`config.mk`:
```
export PLATFORM = sky130hd
export DESIGN_NAME = discrete_output_pwm_channels_core
export DESIGN_NICKNAME = d
export VERILOG_FILES = /design/src/rtl/core/dopc_pkg.sv /design/src/rtl/core/dopc_ctrl.sv /design/src/rtl/core/dopc_dp.sv /design/src/rtl/core/discrete_output_pwm_channels_core.sv
export SDC_FILE = /design/constraint.sdc
export NUM_CORES = 2
export LEC_CHECK = 0
export ABC_AREA = 1
export BUFFER_PORTS_ARGS = -buffer_cell sky130_fd_sc_hd__buf_2
export CAP_MARGIN = 20
export CORE_AREA = 4 4 269 468
export CTS_BUF_LIST = sky130_fd_sc_hd__clkbuf_4
export DETAILED_ROUTE_END_ITERATION = 12
export DIE_AREA = 0 0 273 472
export PLACE_DENSITY = 0.78
export SYNTH_ARGS = -nofsm -noshare
export SYNTH_HDL_FRONTEND = slang
export SYNTH_SLANG_ARGS = --single-unit
export TNS_END_PERCENT = 30
```
`constraint.sdc`:
```
create_clock -name clk -period 17.7 [get_ports clk]
set_clock_uncertainty 0.2 [all_clocks]
set_input_delay 0 -clock clk [delete_from_list [all_inputs] [get_ports clk]]
set_output_delay 0 -clock clk [all_outputs]
set_load 0.1 [all_outputs]
```
`src/rtl/core/dopc_pkg.sv`:
```
// Package: shared types, op codes and constants for the discrete output PWM core.
`default_nettype none
package dopc_pkg;
    localparam int CHANNELS = 4;
    localparam int CH_W = 2;
    localparam int LEN_W = 26;
    localparam int TICK_W = 32;
    localparam logic [LEN_W-1:0] LEN_MAX = {LEN_W{1'b1}};

    typedef enum logic [3:0] {
        OP_PEND   = 4'd0,
        OP_APPLY  = 4'd1,
        OP_NORMAL = 4'd2,
        OP_FAST   = 4'd3,
        OP_FILL   = 4'd4,
        OP_PERIOD = 4'd5,
        OP_PWM_EN = 4'd6,
        OP_MODE   = 4'd7,
        OP_SAFE_A = 4'd8,
        OP_SAFE_V = 4'd9,
        OP_TICK   = 4'd10
    } op_t;

    localparam logic [1:0] MODE_NORMAL = 2'd0;
    localparam logic [1:0] MODE_FAST   = 2'd1;
    localparam logic [1:0] MODE_PWM    = 2'd2;
    localparam logic [1:0] MODE_OFF    = 2'd3;

    localparam logic [2:0] REG_MIN_PULSE  = 3'd0;
    localparam logic [2:0] REG_TICK       = 3'd1;
    localparam logic [2:0] REG_FILL_MIN   = 3'd2;
    localparam logic [2:0] REG_FILL_MAX   = 3'd3;
    localparam logic [2:0] REG_PERIOD_MIN = 3'd4;

    typedef struct packed {
        logic [3:0]  op;
        logic [1:0]  channel;
        logic [15:0] value;
    } in_word_t;

    typedef struct packed {
        logic       updated;
        logic [3:0] pins;
        logic       timer_running;
        logic [3:0] safe_allow_mask;
        logic [3:0] safe_value_mask;
    } out_word_t;

    // controller -> datapath
    typedef struct packed {
        logic load;     // latch input word
        logic exec;     // simple commands, tick, apply
        logic mul;      // total = period*1000 ; product stage
        logic div;      // reciprocal estimate of product/25600
        logic lens;     // write high/low lengths, refresh
        logic emit;     // drive result strobe
    } cmd_t;

    // datapath -> controller
    typedef struct packed {
        logic need_len; // fill or period command on a valid channel
    } stat_t;
endpackage
`default_nettype wire

```
`src/rtl/core/dopc_ctrl.sv`:
```
// Controller: sequences one word through latch, execute, length math and result.
`default_nettype none
module dopc_ctrl (
    input  wire logic            clk,
    input  wire logic            rst_n,
    input  wire logic            start,
    input  wire dopc_pkg::stat_t stat,
    output logic                 busy,
    output dopc_pkg::cmd_t       cmd
);
    typedef enum logic [6:0] {
        S_IDLE = 7'b0000001,
        S_EXEC = 7'b0000010,
        S_MUL1 = 7'b0000100,
        S_MUL2 = 7'b0001000,
        S_DIV  = 7'b0010000,
        S_LENS = 7'b0100000,
        S_EMIT = 7'b1000000
    } state_t;

    state_t state_reg, state_next;

    always_ff @(posedge clk or negedge rst_n)
    begin
        if (!rst_n)
        begin
            state_reg <= S_IDLE;
        end
        else
        begin
            state_reg <= state_next;
        end
    end

    always_comb
    begin
        state_next = state_reg;
        cmd = '0;
        case (state_reg)
            S_IDLE:
            begin
                cmd.load = start;
                if (start)
                begin
                    state_next = S_EXEC;
                end
            end
            S_EXEC:
            begin
                cmd.exec = 1'b1;
                state_next = stat.need_len ? S_MUL1 : S_EMIT;
            end
            S_MUL1:
            begin
                cmd.mul = 1'b1;
                state_next = S_MUL2;
            end
            S_MUL2:
            begin
                cmd.mul = 1'b1;
                state_next = S_DIV;
            end
            S_DIV:
            begin
                cmd.div = 1'b1;
                state_next = S_LENS;
            end
            S_LENS:
            begin
                cmd.lens = 1'b1;
                state_next = S_EMIT;
            end
            S_EMIT:
            begin
                cmd.emit = 1'b1;
                state_next = S_IDLE;
            end
            default:
            begin
                state_next = S_IDLE;
            end
        endcase
    end

    assign busy = (state_reg != S_IDLE);
endmodule
`default_nettype wire

```
`src/rtl/core/dopc_dp.sv`:
```
// Datapath: channel state, config registers, length arithmetic and tick logic.
`default_nettype none
module dopc_dp (
    input  wire logic                clk,
    input  wire logic                rst_n,
    input  wire dopc_pkg::in_word_t  cmd_word,
    input  wire logic                cfg_we,
    input  wire logic [2:0]          cfg_index,
    input  wire logic [15:0]         cfg_data,
    input  wire dopc_pkg::cmd_t      cmd,
    output dopc_pkg::stat_t          stat,
    output logic                     done,
    output dopc_pkg::out_word_t      result
);
    localparam int N = dopc_pkg::CHANNELS;
    localparam int LW = dopc_pkg::LEN_W;
    localparam int TW = dopc_pkg::TICK_W;
    localparam logic [LW-1:0] LEN_MAX_26 = dopc_pkg::LEN_MAX;

    logic [15:0] min_pulse_reg, tick_us_reg, period_min_reg;
    logic [14:0] fill_min_reg, fill_max_reg;

    dopc_pkg::in_word_t in_reg;

    logic [1:0]  mode_reg [N];
    logic [N-1:0] nval_reg, fval_reg, pflag_reg, pval_reg, pwm_en_reg;
    logic [N-1:0] safe_en_reg, safe_lv_reg, phase_hi_reg, pin_reg;
    logic [15:0] period_reg [N];
    logic [14:0] fill_reg [N];
    logic [LW-1:0] high_reg [N];
    logic [LW-1:0] low_reg [N];
    logic [TW-1:0] ticks_reg [N];
    logic timer_reg, upd_reg, done_reg;

    // length math pipeline
    logic [25:0] total_reg;   // period*1000 < 2^26
    logic [40:0] prod_reg;    // total*fill
    logic [32:0] q_est_reg;   // reciprocal estimate of prod/25600

    logic [1:0]  ch;
    logic        bitv, valid_ch;
    logic [15:0] fill_c, period_c;

    assign ch = in_reg.channel;
    assign bitv = (in_reg.value != 16'd0);
    assign valid_ch = ({30'd0, ch} < N);
    assign stat.need_len = valid_ch &&
        ((in_reg.op == dopc_pkg::OP_FILL) || (in_reg.op == dopc_pkg::OP_PERIOD));

    always_comb
    begin
        fill_c = in_reg.value;
        if (fill_c < {1'b0, fill_min_reg}) fill_c = {1'b0, fill_min_reg};
        if (fill_c > {1'b0, fill_max_reg}) fill_c = {1'b0, fill_max_reg};
        period_c = in_reg.value;
        if (period_c < period_min_reg) period_c = period_min_reg;
    end

    // divide by 25600 = 256*100: shift then divide by 100 via reciprocal
    logic [32:0] q256;
    logic [32:0] q100_est;
    logic [65:0] recip_p;
    logic [32:0] rem;
    logic [32:0] q100;
    logic [32:0] hi_sat;
    logic [LW:0] tot_ext;
    logic [LW:0] lo_full;
    logic [LW-1:0] hi_fin, lo_fin;

    assign q256 = prod_reg[40:8];
    // 2^32/100 rounded down = 42949672; estimate may be low by up to two
    assign recip_p = {33'd0, q256} * 66'd42949672;
    assign q100_est = recip_p[64:32];
    assign rem = q256 - 33'(q_est_reg * 33'd100);
    assign q100 = (rem >= 33'd200) ? q_est_reg + 33'd2 :
                  ((rem >= 33'd100) ? q_est_reg + 33'd1 : q_est_reg);

    always_comb
    begin
        hi_sat = (q100 > {7'd0, LEN_MAX_26}) ? {7'd0, LEN_MAX_26} : q100;
        hi_fin = hi_sat[LW-1:0];
        if (hi_fin < {10'd0, min_pulse_reg}) hi_fin = '0;
        tot_ext = {1'b0, total_reg};
        lo_full = (tot_ext > {1'b0, hi_fin}) ? tot_ext - {1'b0, hi_fin} : '0;
        lo_fin = lo_full[LW-1:0];
        if (lo_fin < {10'd0, min_pulse_reg}) lo_fin = '0;
    end

    // tick next values per channel
    logic [TW-1:0] t_add [N];
    logic [N-1:0]  act;
    always_comb
    begin
        for (int i = 0; i < N; i++)
        begin
            act[i] = (mode_reg[i] == dopc_pkg::MODE_PWM) && pwm_en_reg[i] &&
                     (high_reg[i] != '0);
            t_add[i] = (ticks_reg[i] > ({TW{1'b1}} - {16'd0, tick_us_reg})) ?
                       {TW{1'b1}} : ticks_reg[i] + {16'd0, tick_us_reg};
        end
    end

    always_ff @(posedge clk or negedge rst_n)
    begin
        if (!rst_n)
        begin
            min_pulse_reg  <= 16'd100;
            tick_us_reg    <= 16'd100;
            fill_min_reg   <= 15'd0;
            fill_max_reg   <= 15'd25600;
            period_min_reg <= 16'd1;
            nval_reg <= '0; fval_reg <= '0; pflag_reg <= '0; pval_reg <= '0;
            pwm_en_reg <= '0; safe_en_reg <= '0; safe_lv_reg <= '0;
            phase_hi_reg <= '1; pin_reg <= '0;
            timer_reg <= 1'b0;
            upd_reg <= 1'b0;
            done_reg <= 1'b0;
            for (int i = 0; i < N; i++)
            begin
                mode_reg[i] <= dopc_pkg::MODE_NORMAL;
                period_reg[i] <= 16'd1000;
                fill_reg[i] <= 15'd12800;
                high_reg[i] <= '0;
                low_reg[i] <= '0;
                ticks_reg[i] <= '0;
            end
        end
        else
        begin
            done_reg <= cmd.emit;
            if (cfg_we)
            begin
                case (cfg_index)
                    dopc_pkg::REG_MIN_PULSE:  min_pulse_reg <= cfg_data;
                    dopc_pkg::REG_TICK:       tick_us_reg <= cfg_data;
                    dopc_pkg::REG_FILL_MIN:   fill_min_reg <= cfg_data[14:0];
                    dopc_pkg::REG_FILL_MAX:   fill_max_reg <= cfg_data[14:0];
                    dopc_pkg::REG_PERIOD_MIN: period_min_reg <= cfg_data;
                    default: ;
                endcase
            end
            if (cmd.exec)
            begin
                upd_reg <= 1'b0;
                if (in_reg.op == dopc_pkg::OP_TICK)
                begin
                    if (timer_reg)
                    begin
                        upd_reg <= 1'b1;
                        if (act == '0) timer_reg <= 1'b0;
                        for (int i = 0; i < N; i++)
                        begin
                            if (mode_reg[i] == dopc_pkg::MODE_PWM)
                            begin
                                pin_reg[i] <= 1'b0;
                                if (act[i])
                                begin
                                    ticks_reg[i] <= t_add[i];
                                    if (phase_hi_reg[i])
                                    begin
                                        if ((t_add[i] >= {6'd0, high_reg[i]}) &&
                                            (low_reg[i] != '0))
                                        begin
                                            phase_hi_reg[i] <= 1'b0;
                                            ticks_reg[i] <= '0;
                                        end
                                        else
                                        begin
                                            pin_reg[i] <= 1'b1;
                                        end
                                    end
                                    else if (t_add[i] >= {6'd0, low_reg[i]})
                                    begin
                                        phase_hi_reg[i] <= 1'b1;
                                        ticks_reg[i] <= '0;
                                    end
                                end
                            end
                        end
                    end
                end
                else if (in_reg.op == dopc_pkg::OP_APPLY)
                begin
                    if (bitv)
                    begin
                        upd_reg <= 1'b1;
                        for (int i = 0; i < N; i++)
                        begin
                            if ((mode_reg[i] == dopc_pkg::MODE_NORMAL) && pflag_reg[i] &&
                                (pval_reg[i] != nval_reg[i]))
                            begin
                                nval_reg[i] <= pval_reg[i];
                                pin_reg[i] <= pval_reg[i];
                                pflag_reg[i] <= 1'b0;
                            end
                        end
                    end
                end
                else if (valid_ch)
                begin
                    case (in_reg.op)
                        dopc_pkg::OP_PEND:
                        begin
                            pval_reg[ch] <= bitv;
                            pflag_reg[ch] <= 1'b1;
                            upd_reg <= 1'b1;
                        end
                        dopc_pkg::OP_NORMAL:
                        begin
                            nval_reg[ch] <= bitv;
                            if (mode_reg[ch] == dopc_pkg::MODE_NORMAL)
                            begin
                                pin_reg[ch] <= bitv;
                                upd_reg <= 1'b1;
                            end
                        end
                        dopc_pkg::OP_FAST:
                        begin
                            fval_reg[ch] <= bitv;
                            if (mode_reg[ch] == dopc_pkg::MODE_FAST)
                            begin
                                pin_reg[ch] <= bitv;
                                upd_reg <= 1'b1;
                            end
                        end
                        dopc_pkg::OP_FILL:
                        begin
                            fill_reg[ch] <= fill_c[14:0];
                            upd_reg <= 1'b1;
                        end
                        dopc_pkg::OP_PERIOD:
                        begin
                            period_reg[ch] <= period_c;
                            upd_reg <= 1'b1;
                        end
                        dopc_pkg::OP_PWM_EN:
                        begin
                            pwm_en_reg[ch] <= bitv;
                            upd_reg <= 1'b1;
                            if ((mode_reg[ch] == dopc_pkg::MODE_PWM) && bitv &&
                                (high_reg[ch] != '0)) timer_reg <= 1'b1;
                        end
                        dopc_pkg::OP_MODE:
                        begin
                            if ((in_reg.value <= 16'd3) &&
                                (in_reg.value[1:0] != mode_reg[ch]))
                            begin
                                upd_reg <= 1'b1;
                                mode_reg[ch] <= in_reg.value[1:0];
                                case (in_reg.value[1:0])
                                    dopc_pkg::MODE_NORMAL: pin_reg[ch] <= nval_reg[ch];
                                    dopc_pkg::MODE_FAST:   pin_reg[ch] <= fval_reg[ch];
                                    dopc_pkg::MODE_PWM:
                                    begin
                                        pin_reg[ch] <= 1'b0;
                                        if (pwm_en_reg[ch] && (high_reg[ch] != '0))
                                            timer_reg <= 1'b1;
                                    end
                                    default: pin_reg[ch] <= 1'b0;
                                endcase
                            end
                        end
                        dopc_pkg::OP_SAFE_A:
                        begin
                            if (safe_en_reg[ch] != bitv)
                            begin
                                safe_en_reg[ch] <= bitv;
                                upd_reg <= 1'b1;
                            end
                        end
                        dopc_pkg::OP_SAFE_V:
                        begin
                            if (safe_lv_reg[ch] != bitv)
                            begin
                                safe_lv_reg[ch] <= bitv;
                                upd_reg <= 1'b1;
                            end
                        end
                        default: ;
                    endcase
                end
            end
            if (cmd.lens)
            begin
                high_reg[ch] <= hi_fin;
                low_reg[ch] <= lo_fin;
                if ((mode_reg[ch] == dopc_pkg::MODE_PWM) && pwm_en_reg[ch] &&
                    (hi_fin != '0)) timer_reg <= 1'b1;
            end
        end
    end

    // payload registers, no reset
    always_ff @(posedge clk)
    begin
        if (cmd.load)
        begin
            in_reg <= cmd_word;
        end
        if (cmd.mul)
        begin
            total_reg <= 26'(period_reg[ch] * 26'd1000);
            prod_reg <= {15'd0, total_reg} * {26'd0, fill_reg[ch]};
        end
        if (cmd.div)
        begin
            q_est_reg <= q100_est;
        end
    end

    assign done = done_reg;
    assign result.updated = upd_reg;
    assign result.pins = pin_reg;
    assign result.timer_running = timer_reg;
    assign result.safe_allow_mask = safe_en_reg;
    assign result.safe_value_mask = safe_lv_reg;
endmodule
`default_nettype wire

```
`src/rtl/core/discrete_output_pwm_channels_core.sv`:
```
// Top level: discrete output core with per-channel software PWM.
//
// channel  | signals                          | handshake
// command  | start, busy, cmd                 | taken when start && !busy
// config   | cfg_we, cfg_index, cfg_data      | written when cfg_we
// result   | done, result                     | one-cycle strobe, no stall
//
// A simple command or tick runs through the execute and result states,
// and done is registered from the result state; a fill or period command
// also runs through the two-step multiply of period, 1000 and fill, the
// reciprocal divide by 25600 and the length write-back. One word is in
// flight at a time, and busy covers the sequence.
// Reset is asynchronous active low and restores every control register.
// The receiver cannot stall: result holds for the cycle after done too.
`default_nettype none
module discrete_output_pwm_channels_core (
    input  wire logic                clk,
    input  wire logic                rst_n,
    input  wire logic                start,
    output logic                     busy,
    input  wire dopc_pkg::in_word_t  cmd,
    input  wire logic                cfg_we,
    input  wire logic [2:0]          cfg_index,
    input  wire logic [15:0]         cfg_data,
    output logic                     done,
    output dopc_pkg::out_word_t      result
);
    dopc_pkg::cmd_t  ctl;
    dopc_pkg::stat_t stat;

    // sequencing only; all channel state lives in the datapath
    dopc_ctrl u_ctrl (
        .clk   (clk),
        .rst_n (rst_n),
        .start (start),
        .stat  (stat),
        .busy  (busy),
        .cmd   (ctl)
    );

    dopc_dp u_dp (
        .clk       (clk),
        .rst_n     (rst_n),
        .cmd_word  (cmd),
        .cfg_we    (cfg_we),
        .cfg_index (cfg_index),
        .cfg_data  (cfg_data),
        .cmd       (ctl),
        .stat      (stat),
        .done      (done),
        .result    (result)
    );

    // a word taken always leads to busy next cycle
    a_start_busy: assert property (@(posedge clk) disable iff (!rst_n)
        start && !busy |=> busy) else $error("start not taken");
    // done only at the end of a word
    a_done_busy: assert property (@(posedge clk) disable iff (!rst_n)
        done |-> $past(busy)) else $error("done without work");
    // done is a single-cycle strobe
    a_done_pulse: assert property (@(posedge clk) disable iff (!rst_n)
        done |=> !done) else $error("done longer than a cycle");
endmodule
`default_nettype wire
```
== Yosys cells after proc, flatten, opt, wreduce, memory -nomap -nowiden ==
Cells that the tools add are included.
Cells by class
  $add $sub $neg: 9
  $mul: 4
  $lt $le $gt $ge: 26
  eq/ne operators: 56
  mux-type cells: 148
  bitwise operators: 6
  reduce and logical (&&, ||, !) cells: 83
Operators by type and width (count)
  $mux W32: 16
  $reduce_bool A26 Y1: 10
  $ge A32 B26 Y1: 8
  $bwmux W104: 2
  $mux W26: 7
  $add A32 B16 Y32: 4
  $gt A32 B32 Y1: 4
  $mux W16: 5
  $reduce_and A5 Y1: 15
  $mux W33: 2
  $bwmux W64: 1
  $mux W1: 64
  $bwmux W60: 1
  $mux W15: 4
  $mul A33 B23 Y56 const B: 1
  $bmux W26 S2: 1
  $demux W26 S2: 1
  $lt A26 B16 Y1: 2
  $mux W4: 12
  $pmux W7 S6: 1
  $mul A23 B15 Y38: 1
  $bwmux W4: 9
  $reduce_and A9 Y1: 4
  $ge A33 B7 Y1 const B: 1
  74 further kinds: 156
Word-level totals
  bits in registers: 702
  bits of input ports: 45
  output and inout port bits: 16
  word-level logic and storage cells: 392

== Depth between registers and ports, before layout ==
  depth in word-level cells: 15
  mapped depth: 79
  depth with buffers taken out: 75

== Cells and area by module ==
A second synthesis with hierarchy kept.
Unflattened totals
  cell total of the unflattened synthesis: 8741
  area, all modules: 72374.4 µm²
Modules (own cells, without submodules)
  dopc_dp: instances 1, cells an instance 8692, area an instance 71975.3 µm², seq. area each 17854.6 µm²
  dopc_ctrl: instances 1, cells an instance 49, area an instance 399.1 µm², seq. area each 176.4 µm²

== Least setup slack after synthesis ==
Ideal clock, no wire load.
  kind: register to register
  start: register u_dp.q_est_reg[1]
  end: register u_dp.low_reg[10] (netlist name)
  setup time: 118 ps
  arrival time: 11486 ps
  data required time: 17382 ps
  slack: 5896 ps
  stages on the path, launching flop included: 76
  path buffers: 6
  period minus slack after synthesis: 11804 ps
  cell sequence: edfxtp_1 -> ha_1 -> ha_1 -> fa_1 -> ha_1 -> nand3_1 -> nand2_1 -> a21oi_1 -> o21bai_1 -> a21oi_1 -> o21bai_1 -> a21oi_1 -> o21bai_1 -> nand2_1 -> nand2_1 -> a21oi_1 -> o21ai_0 -> inv_1 -> [40 not listed] -> o21ai_0 -> a21oi_1 -> a21oi_4 -> buf_6 -> inv_1 -> buf_2 -> nor2_1 -> ha_1 -> a21oi_1 -> nand3b_1 -> a21oi_1 -> a2111oi_0 -> nand2_1 -> nand2_1 -> nand2_8 -> buf_6 -> nand3_1 -> nand2_1
On the way
  word-level cells in the longest chain between the ends: 14
  elaborated cells between the ends (all ways): 18
  those cells by class: 4 x add/sub; 1 x mul; 6 x order compare; 7 x mux
RTL lines
  start: declaration: RTL line dopc_dp.sv:38  | logic [32:0] q_est_reg;
  start signal: assignment: RTL line dopc_dp.sv:307  | q_est_reg <= q100_est;
  $mul A27 B5 Y31: RTL line dopc_dp.sv:74  | assign rem = q256 - 33'(q_est_reg * 33'd100);
  $sub A33 B33 Y33: RTL line dopc_dp.sv:74
  $ge A33 B7 Y1: RTL line dopc_dp.sv:76  | ((rem >= 33'd100) ? q_est_reg + 33'd1 : q_est_reg);
  $mux W33: RTL line dopc_dp.sv:76
  $mux W33 *: RTL line dopc_dp.sv:75  | assign q100 = (rem >= 33'd200) ? q_est_reg + 33'd2 :
  $gt A33 B26 Y1: RTL line dopc_dp.sv:80  | hi_sat = (q100 > {7'd0, LEN_MAX_26}) ? {7'd0, LEN_MAX_26} : q100;
  $mux W26 *: RTL line dopc_dp.sv:80
  $lt A26 B16 Y1: RTL line dopc_dp.sv:82  | if (hi_fin < {10'd0, min_pulse_reg}) hi_fin = '0;
  $mux W26 *: RTL line dopc_dp.sv:82
  $sub A26 B26 Y26 / $gt A26 B26 Y1 (equally long branches): RTL line dopc_dp.sv:84  | lo_full = (tot_ext > {1'b0, hi_fin}) ? tot_ext - {1'b0, hi_fin} : '0;
  $mux W26 *: RTL line dopc_dp.sv:84
  $lt A26 B16 Y1: RTL line dopc_dp.sv:86  | if (lo_fin < {10'd0, min_pulse_reg}) lo_fin = '0;
  $mux W26 *: RTL line dopc_dp.sv:86
  $bwmux W104 *: RTL line dopc_dp.sv:286  | low_reg[ch] <= lo_fin;
  end signal: indexed assignment: RTL line dopc_dp.sv:286
  end: declaration: RTL line dopc_dp.sv:31  | logic [LW-1:0] low_reg [N];
Every way passes the cells marked *; elsewhere a longest branch is shown, timed or not.
A chain may end at the register's enable or synchronous reset.

== Worst setup path after layout ==
  start: register u_dp.q_est_reg[1]
  end: register u_dp.low_reg[85] (netlist name)
The elaborated chain is that of the path after synthesis.

==> run_summary.xml <==
<?xml version="1.0" encoding="UTF-8"?>
<metrics>
  <group name="placed_design">
    <metric name="detailed_place_hpwl" unit="um">193000</metric>
    <metric name="dp_slack" unit="ps">3670</metric>
    <metric name="gpl.final_weighted_congestion" unit="">0.978</metric>
    <metric name="detailed_place.area" unit="sq um">75300</metric>
    <metric name="port_buffers" unit="">60</metric>
  </group>
  <group name="pwr">
    <metric name="pwr-share-clk" unit="">0.204</metric>
    <metric name="power_frac_comb" unit="">0.515</metric>
    <metric name="power.switching" unit="uW">3220</metric>
    <metric name="power_density_of_the_placed_cells" unit="nW/um^2">90.1</metric>
    <metric name="p_seq_frac" unit="">0.280</metric>
    <metric name="leakage" unit="uW">0.0415</metric>
    <metric name="power.share.switching" unit="">0.453</metric>
    <metric name="internal-power" unit="uW">3880</metric>
    <metric name="irDropWorstVdd" unit="V">0.000103</metric>
  </group>
  <group name="sta">
    <metric name="report.final.slew_viol_count" unit="">0</metric>
    <metric name="final_period_minus_worst_setup_slack" unit="ps">14270</metric>
    <metric name="final.setup.tns" unit="ps">0</metric>
    <metric name="finalHoldViolations" unit="">0</metric>
    <metric name="max_clock_freq" unit="GHz">0.0701</metric>
    <metric name="maxSlewHeadroom" unit="">0.245</metric>
    <metric name="setup-violations-final" unit="">0</metric>
    <metric name="final.period_utilization" unit="">0.806</metric>
    <metric name="final.setup.worst_slack" unit="ps">3430</metric>
    <metric name="worst-slew-pin-transition" unit="ps">1130</metric>
    <metric name="grt_setup_unrepaired" unit="">false</metric>
  </group>
  <group name="clock_tree">
    <metric name="cts-htree-levels" unit="">4</metric>
    <metric name="cts_made_buffers" unit="">172</metric>
    <metric name="tritoncts_num_sinks" unit="">697</metric>
    <metric name="cts.reportedPaths.clkPinSlew" unit="ps">90</metric>
    <metric name="clkLatencyLatePin" unit="ps">1200</metric>
    <metric name="cts_tree" unit="">yes</metric>
    <metric name="cts_resized" unit="">0</metric>
    <metric name="ctsHoldBuffers" unit="">116</metric>
    <metric name="postCtsSetupBuffers" unit="">0</metric>
    <metric name="cts.path.max_buffers" unit="">3</metric>
    <metric name="cts-root-buf" unit="">clkbuf_4</metric>
  </group>
  <group name="logic_synthesis">
    <metric name="synth_most_common_cell" unit="">nand2_1</metric>
    <metric name="yosysSeqAreaShare" unit="">0.247</metric>
    <metric name="synth_warnings" unit="">0</metric>
    <metric name="syn-instance-count" unit="">8751</metric>
    <metric name="avgSynthCellArea" unit="sq um">8.33</metric>
    <metric name="synth.top_cells.by_area" unit="">dfrtp_1, fa_1, ha_1, nand2_1, inv_1</metric>
    <metric name="yosysTopAreaCell" unit="">dfrtp_1</metric>
    <metric name="post_synth_instance_area" unit="sq um">72900</metric>
    <metric name="synth_top_flop_cell" unit="">dfrtp_1</metric>
    <metric name="yosys-top-cells-count" unit="">nand2_1, inv_1, ha_1</metric>
    <metric name="synth_fp_nets" unit="">10405</metric>
    <metric name="synth_enable_flop_cells" unit="">105</metric>
    <metric name="synth_top_area_frac" unit="">0.186</metric>
    <metric name="ys_seq_elements" unit="">697</metric>
    <metric name="synthDistinctLibCells" unit="">74</metric>
    <metric name="async_set_or_reset_register_ratio_after_synthesis" unit="">0.849</metric>
  </group>
  <group name="routing">
    <metric name="detailed_router_s_first_iteration_violation_count" unit="">5060</metric>
    <metric name="detail_route.wl_per_cell" unit="um">22.6</metric>
    <metric name="dr.pass1.iters" unit="">8</metric>
    <metric name="remaining_drcs" unit="">0</metric>
    <metric name="final_ant_viol_nets" unit="">0</metric>
    <metric name="avgViaCountPerCell" unit="">5.90</metric>
    <metric name="route.vias.total" unit="">63708</metric>
    <metric name="finalWirelength" unit="um">244000</metric>
  </group>
  <group name="cells_and_area">
    <metric name="post_route_cells_drive_above_1_share" unit="">0.0633</metric>
    <metric name="finish.instance_area" unit="sq um">78900</metric>
    <metric name="num-nets-final" unit="">10670</metric>
    <metric name="largest_register_ffs" unit="">128</metric>
    <metric name="layout.area.seq" unit="sq um">18000</metric>
    <metric name="final.fill_count" unit="">10416</metric>
    <metric name="area_growth_syn_to_layout" unit="%">8.27</metric>
    <metric name="area_used_by_multi_input_combinational_logic" unit="sq um">47800</metric>
  </group>
  <group name="job">
    <metric name="max_cap_violations" unit="">0</metric>
  </group>
  <group name="worst_setup_path">
    <metric name="crit_slowest_cell" unit="">edfxtp_1</metric>
    <metric name="cp_data_required_time" unit="ps">18500</metric>
    <metric name="criticalPathCategory" unit="">register to register</metric>
    <metric name="timing.critical_path.slowest_cell_delay" unit="ps">550</metric>
    <metric name="worst_setup_path_start_kind" unit="">register</metric>
    <metric name="critical_path.most_common_cell" unit="">nand2_1</metric>
    <metric name="cp.arrival" unit="ps">15070</metric>
    <metric name="critPathCaptureType" unit="">register</metric>
    <metric name="worst-path-max-fanout" unit="">64</metric>
  </group>
  <group name="floorplan">
    <metric name="floorplan.die.width" unit="um">273</metric>
    <metric name="core.rowCount" unit="">170</metric>
    <metric name="ios" unit="">61</metric>
    <metric name="design.core.area" unit="sq um">122000</metric>
    <metric name="design.die.area" unit="sq um">129000</metric>
    <metric name="initial_core_util" unit="">0.596</metric>
    <metric name="die_height" unit="um">472</metric>
  </group>
  <group name="global_routing">
    <metric name="grt_max_degree" unit="">153</metric>
    <metric name="global_route.usage.met2" unit="">0.657</metric>
    <metric name="gr-usage-met3" unit="">0.0673</metric>
    <metric name="groute.layer.met1.usage" unit="">0.388</metric>
    <metric name="first_global_vias" unit="">66583</metric>
    <metric name="grt.overflow.total" unit="">0</metric>
    <metric name="grt_use_total" unit="">0.380</metric>
    <metric name="global_route.peak_usage_layer" unit="">met2</metric>
    <metric name="grt_first_pass_wirelength" unit="um">373000</metric>
    <metric name="initial_antenna_violation_count" unit="">10</metric>
  </group>
  <group name="hold_path">
    <metric name="hold_path_class" unit="">input pin to register</metric>
  </group>
  <group name="outcome">
    <metric name="status" unit="">complete, no violations</metric>
  </group>
</metrics>
-- cell families after synthesis --
| logic type | synth area share |
|---|---|
| xor+xnor | 0.0269 |
| fa+ha+maj | 0.342 |
| simple gates | 0.166 |
| mux | 0.0114 |
| buf+inv | 0.0975 |
| flops | 0.247 |
| compound gates | 0.108 |
-- final cells by class --
| type | instances | share of cell area |
|---|---|---|
| Clock buffer | 245 | 0.0233 |
| Clock inverter | 64 | 0.00517 |
| Antenna cell | 8 | 0.000254 |
| Inverter | 1684 | 0.0801 |
| Multi-Input combinational cell | 6180 | 0.606 |
| Tap cell | 1634 | 0.0259 |
| Timing Repair Buffer | 281 | 0.0309 |
| Sequential cell | 697 | 0.229 |
-- final timing paths --
check                                   from           endpoint  slack (ps)  cells past startpoint
max                        u_dp.q_est_reg[1]   u_dp.low_reg[85]        3430                     70
min                                  cmd[18]    u_dp.in_reg[18]         120                      3
max reg2reg                u_dp.q_est_reg[1]   u_dp.low_reg[85]        3430                     70
min reg2reg                 u_dp.low_reg[20]   u_dp.low_reg[20]         290                      2
max in group asynchronous              rst_n  u_dp.fill_reg[42]       14150                      9
min in group asynchronous              rst_n   u_dp.high_reg[2]         270                      5
-- power groups by stage --
stage | registers [uW] | clock network, uW | logic, uW
after floorplan | 2020 | 0 | 2420
after global placement | 2010 | 0 | 3490
after detailed placement | 2010 | 0 | 3580
after CTS | 1990 | 1460 | 3640
after global routing | 2000 | 1540 | 4070
final | 1990 | 1450 | 3660
-- worst max-delay path, delay by kind of cell, from the launching register on --
kind / cells / cell delay (ps)
AOI/OAI and AO/OA: 22 / 4310
xor gates and xnor gates: 1 / 140
adders and majority gates: 8 / 2980
buffers and inverters: 5 / 690
DFF: 1 / 550
and+or+nand+nor: 34 / 5160
-- metrics by stage --
stage	hold slack (ps)	std cells	utilization	total power, uW
finish	124	10793	0.645	7110
global route	63.9	10790	0.645	7610
CTS	49.5	10776	0.643	7090
detailed placement	-148	10351	0.615	5600
global placement	-150	10345	0.615	5500
floorplan	-496	8751	-	4440
-- placed cells by master, fill, tap and decap left out, types with 105 or more instances in the layout --
cell type,count
clkbuf_4,245
xor2_1,145
fa_1,638
nand2_1,1688
nand4_1,139
nand3_1,255
nor2_1,591
inv_1,1645
a21oi_1,424
edfxtp_1,105
dlygate4sd3_1,117
dfrtp_1,541
o21ai_0,505
ha_1,971
-- per-layer routing --
layer / share of wire / vias to the layer above
li1: - / 28974
met1: 0.33 / 30715
met2: 0.49 / 2783
met3: 0.063 / 1230
met4: 0.12 / 6
met5: 0.00015 / -
Note: power is estimated with default switching activity, not from simulation.
